### config.mk
export PLATFORM = sky130hd
export DESIGN_NAME = gbe_ctrl
export DESIGN_NICKNAME = d
export VERILOG_FILES = /design/src/gbe_pkg.sv /design/src/gbe_ctrl.sv
export SDC_FILE = /design/constraint.sdc
export NUM_CORES = 1
export LEC_CHECK = 0
export ABC_AREA = 1
export ABC_CLOCK_PERIOD_IN_PS = 1900
export BUFFER_PORTS_ARGS = -buffer_cell sky130_fd_sc_hd__buf_2
export CAP_MARGIN = 20
export CORE_AREA = 2 2 39 41
export CTS_CLUSTER_DIAMETER = 120
export DETAILED_ROUTE_END_ITERATION = 8
export DIE_AREA = 0 0 41 43
export MAX_ROUTING_LAYER = met4
export PLACE_DENSITY = 0.49
export RECOVER_POWER = 25
export SYNTH_ARGS = -nofsm -noshare
export SYNTH_HDL_FRONTEND = slang
export SYNTH_SLANG_ARGS = --single-unit
### constraint.sdc
create_clock -name clk -period 1.9 [get_ports clk]
set_clock_uncertainty 0.1 [all_clocks]
set_input_delay 0.285 -clock clk [delete_from_list [all_inputs] [get_ports clk]]
set_output_delay 0.285 -clock clk [all_outputs]
set_load 0.05 [all_outputs]
### src/gbe_pkg.sv
// Shared types, codes and defaults for the gap buffer engine.
package gbe_pkg;

  // Fixed field widths of the request and result beats.
  localparam int POS_W = 11;
  localparam int VAL_W = 8;
  localparam int LEN_W = 11;
  localparam int OP_W  = 3;
  localparam int ST_W  = 2;

  // Default sizing of the element store.
  localparam int DEF_CAPACITY   = 1024;
  localparam int DEF_ELEM_WIDTH = 8;

  // Operation codes.
  localparam logic [OP_W-1:0] OP_READ     = 3'd0;
  localparam logic [OP_W-1:0] OP_INSERT   = 3'd1;
  localparam logic [OP_W-1:0] OP_DEL_AT   = 3'd2;
  localparam logic [OP_W-1:0] OP_DEL_LEFT = 3'd3;
  localparam logic [OP_W-1:0] OP_MOVE     = 3'd4;

  // Status codes.
  localparam logic [ST_W-1:0] ST_OK        = 2'd0;
  localparam logic [ST_W-1:0] ST_BAD_INDEX = 2'd1;
  localparam logic [ST_W-1:0] ST_FULL      = 2'd2;

  // Request beat.
  typedef struct packed {
    logic [OP_W-1:0]  operation;
    logic [POS_W-1:0] position;
    logic [VAL_W-1:0] write_value;
  } gbe_in_t;

  // Result beat.
  typedef struct packed {
    logic [VAL_W-1:0] read_value;
    logic [LEN_W-1:0] length;
    logic [ST_W-1:0]  status;
  } gbe_out_t;

  // Commands from the controller to the datapath.
  typedef struct packed {
    logic load;        // capture a new request
    logic latch_st;    // capture the request status
    logic walk_rd;     // read the element that crosses the gap
    logic walk_wr;     // write it on the far side and step the gap
    logic jump;        // empty gap: set the gap position directly
    logic apply;       // perform the operation's final update
    logic rd_issue;    // read the addressed element for a read request
    logic rd_capture;  // capture the read data into the result
  } gbe_cmd_t;

  // Status from the datapath to the controller.
  typedef struct packed {
    logic bad;         // request is refused
    logic is_read;     // request is a read
    logic at_target;   // gap already sits at the requested index
    logic gap_empty;   // store is full, the gap has no slots
  } gbe_sts_t;

endpackage

### src/gbe_ctrl.sv
// Controller state machine of the gap buffer engine.
module gbe_ctrl (
  input  logic              clk,
  input  logic              rst_n,
  input  logic              start,
  input  gbe_pkg::gbe_sts_t sts,
  output gbe_pkg::gbe_cmd_t cmd,
  output logic              busy,
  output logic              out_valid
);
  import gbe_pkg::*;

  localparam logic [2:0] S_IDLE    = 3'd0;
  localparam logic [2:0] S_CHECK   = 3'd1;
  localparam logic [2:0] S_WALK_WR = 3'd2;
  localparam logic [2:0] S_APPLY   = 3'd3;
  localparam logic [2:0] S_RD_WAIT = 3'd4;
  localparam logic [2:0] S_DONE    = 3'd5;

  logic [2:0] state_r, state_nxt;

  // Next state and datapath commands.
  always_comb begin
    state_nxt = state_r;
    cmd       = '0;
    case (state_r)
      S_IDLE: begin
        if (start) begin
          cmd.load  = 1'b1;
          state_nxt = S_CHECK;
        end
      end
      S_CHECK: begin
        cmd.latch_st = 1'b1;
        if (sts.bad) begin
          state_nxt = S_DONE;
        end else if (sts.is_read) begin
          cmd.rd_issue = 1'b1;
          state_nxt    = S_RD_WAIT;
        end else if (sts.at_target) begin
          state_nxt = S_APPLY;
        end else if (sts.gap_empty) begin
          cmd.jump  = 1'b1;
          state_nxt = S_APPLY;
        end else begin
          cmd.walk_rd = 1'b1;
          state_nxt   = S_WALK_WR;
        end
      end
      S_WALK_WR: begin
        cmd.walk_wr = 1'b1;
        state_nxt   = S_CHECK;
      end
      S_APPLY: begin
        cmd.apply = 1'b1;
        state_nxt = S_DONE;
      end
      S_RD_WAIT: begin
        cmd.rd_capture = 1'b1;
        state_nxt      = S_DONE;
      end
      S_DONE: begin
        state_nxt = S_IDLE;
      end
      default: begin
        state_nxt = S_IDLE;
      end
    endcase
  end

  always_ff @(posedge clk) begin
    if (!rst_n) begin
      state_r <= S_IDLE;
    end else begin
      state_r <= state_nxt;
    end
  end

  assign busy      = (state_r != S_IDLE);
  assign out_valid = (state_r == S_DONE);

endmodule

==> metrics.md <==
| Metric | Value |
|---|---|
| RSZ-0062 raised after global routing | `false` |
| DIE AREA | `around 1800 sq um` |
| CP cell instances | `inv_1 > nor2_4 > nand3_2 > nor3_1 > buf_2` |
| Drt first pass iters | `4` |
| Slew margin rel. | `0.835` |
| Worst-margin pin slew | `between 0.2 and 0.25 ns` |
| # resized after CTS | `0` |
| Design Power | `0.000303 W` |
| Syn Nets | `45` |
| Area delta synth->final | `61.4%` |
| Initial Utilization | `0.159` |
| Seq cells post-synth | `3` |
| Largest register FFs | `3` |
| Via count | `283` |
| Diodes inserted | `0` |
| Final Hold Viols | `0` |
| Commonest cells after routing, fill and taps aside | `16 x buf_2, 8 x inv_1, 8 x nor2_1` |
| # DRC | `0` |
| Critical Path End Type | `output pin` |
| Most common cell after layout, fill and taps aside | `buf_2` |
| Post-Synthesis Cells | `38` |
| Post-route cell area | `355 sq um` |
| FF/Latch Area | `60.1 sq um` |
| Nets@finish | `66` |
| Worst Hold Class | `in -> reg` |
| Final WS setup | `around 0.19 ns` |
| Status | `completed` |
| Clk_lat worst skew | `between 0.2 and 0.25 ns` |
| Max_cap viols | `0` |
| Root buffer cell | `clkbuf_4` |
| Finish-stage setup viols | `0` |
| Via density | `approximately 3.8` |
| Io pins | `17` |
| Core Area | `~1400 sq um` |
| WP data required | `1.51 ns` |
| Final estimated routing congestion in global placement | `approximately 0.72` |
| Drt total wl | `549 microns` |
| Clock-pin transition on the worst setup and hold timing paths | `around 0.04 ns` |
| Reg2reg start | `state_r[1]` |
| Largest net degree at the start of global routing | `8` |
| Crit path kind | `reg -> out` |
| Total CTS buffers | `3` |
| Leak pwr | `between 0.2 and 0.25 nW` |
| R2R depth | `4` |
| H-tree levels | `1` |
| Worst Hold Depth | `3` |
| Die X | `roughly 41 microns` |
| Biggest regs | `state_r x3` |
| GRT overflow | `0` |
| Drt initial violations | `7` |
| Clock tree sinks | `3` |
| HPWL after DPL | `~460 microns` |
| Register area share after synthesis | `0.273` |
| Startpoint types | `flop` |
| I/O Buffers | `16` |
| Fin crit share | `0.903` |
| Syn_area_per_cell | `between 5 and 6 sq um` |
| Final worst path period need | `roughly 1.7 ns` |
| GRT Total Usage | `0.0708` |
| Max Slew Vio Count | `0` |
| Achievable frequency | `between 500 and 600 MHz` |
| Vias in the first global route | `240` |
| Yosys warns | `0` |
| Area after DPL | `roughly 330 sq um` |
| Crit. Startpoint | `state_r[0]` |
| Share of cells above drive strength 1 | `0.414` |
| Clk buf depth | `2` |
| First-pass GRT wire length | `just over 800 microns` |
| Post-synthesis cell area | `around 220 sq um` |
| CTS tree | `built` |
| Distinct cells, synth | `13` |
| Initial antenna violation count | `0` |
| Power per cell area | `around 850 nW/um^2` |
| DIE HEIGHT | `approximately 43 microns` |
| Floorplan row count | `14` |
| Fill cell count | `about 180` |
| Biggest register | `state_r` |
| CP max stage cell | `dfxtp_1` |
| Critical Path AT | `1.33 ns` |
| Slowest stage delay, CP | `around 0.40 ns` |
| Hold WS | `0.209 ns` |
| Peak supply drop | `about 0.23 mV` |
| Crit-path max FO | `6` |
| Post-CTS Setup Repair Bufs | `0` |
| Hold_buf cts | `0` |
| Hold Crit Start | `rst_n` |
| Multi-input gate area | `139 sq um` |
| Post-Place Setup Slack | `between 0.4 and 0.5 ns` |
| Post-route ant nets | `0` |
| Drt wl/cell | `~7.4 microns` |
[per-stage QoR]
stage / util / TNS (ns) / instances
after floorplan: - / -0.383 / 38
after global placement: 0.238 / 0 / 70
after detailed placement: 0.238 / 0 / 70
after CTS: 0.257 / 0 / 74
after global routing: 0.257 / 0 / 74
final: 0.257 / 0 / 74
[cell families (layout without fill, tap and decap cells)]
family | count (synthesis) | after routing | synth area share
buf+inv | 8 | 28 | 0.136
compound gates | 2 | 2 | 0.0454
flops | 3 | 3 | 0.273
simple gates | 25 | 25 | 0.545
[worst max-delay path: cells and delay by family (launching register included)]
family,cells,cell delay [ns]
simple gates,3,0.30
buf+inv,2,0.39
flops,1,0.40
[area by class of cell]
cell class                      instances  area share
Inverter                                8      0.0845
Sequential cell                         3       0.169
Multi-Input combinational cell         27       0.391
Clock buffer                            4      0.0739
Tap cell                               16      0.0563
Timing Repair Buffer                   16       0.225
[power by group]
part | internal (W) | total, W | switching (W) | leakage, nW
Clock | 0.0000786 | 0.000110 | 0.0000318 | 0.0150
Combinational | 0.0000287 | 0.000115 | 0.0000865 | 0.162
Sequential | 0.0000689 | 0.0000773 | 0.00000843 | 0.0247
[worst paths after layout]
check	slack (ns)	to
worst max register to register	0.93	state_r[0]
worst max-delay path	0.19	cmd[5]
worst min-delay path	0.21	state_r[1]
worst min register to register	0.47	state_r[2]
[Yosys cell counts]
cell | number | area share
inv_1 | 7 | 0.12
nor2_4 | 1 | 0.051
nor2_1 | 9 | 0.15
nand3_2 | 1 | 0.045
nor4_1 | 1 | 0.028
nand2_1 | 6 | 0.10
nand3_1 | 2 | 0.045
inv_2 | 1 | 0.017
nor3_1 | 4 | 0.091
dfxtp_1 | 3 | 0.27
a21oi_1 | 1 | 0.023
o21ai_0 | 1 | 0.023
nor2_2 | 1 | 0.028
[layer usage]
metal / share of wire / up-vias / global-route usage
li1: - / 156 / -
met1: 0.43 / 114 / 0.0796
met2: 0.44 / 13 / 0.0906
met3: 0.13 / 0 / 0.0314
met4: 0 / 0 / 0.0600
met5: 0 / - / -
Note: power is estimated with default switching activity, not from simulation.
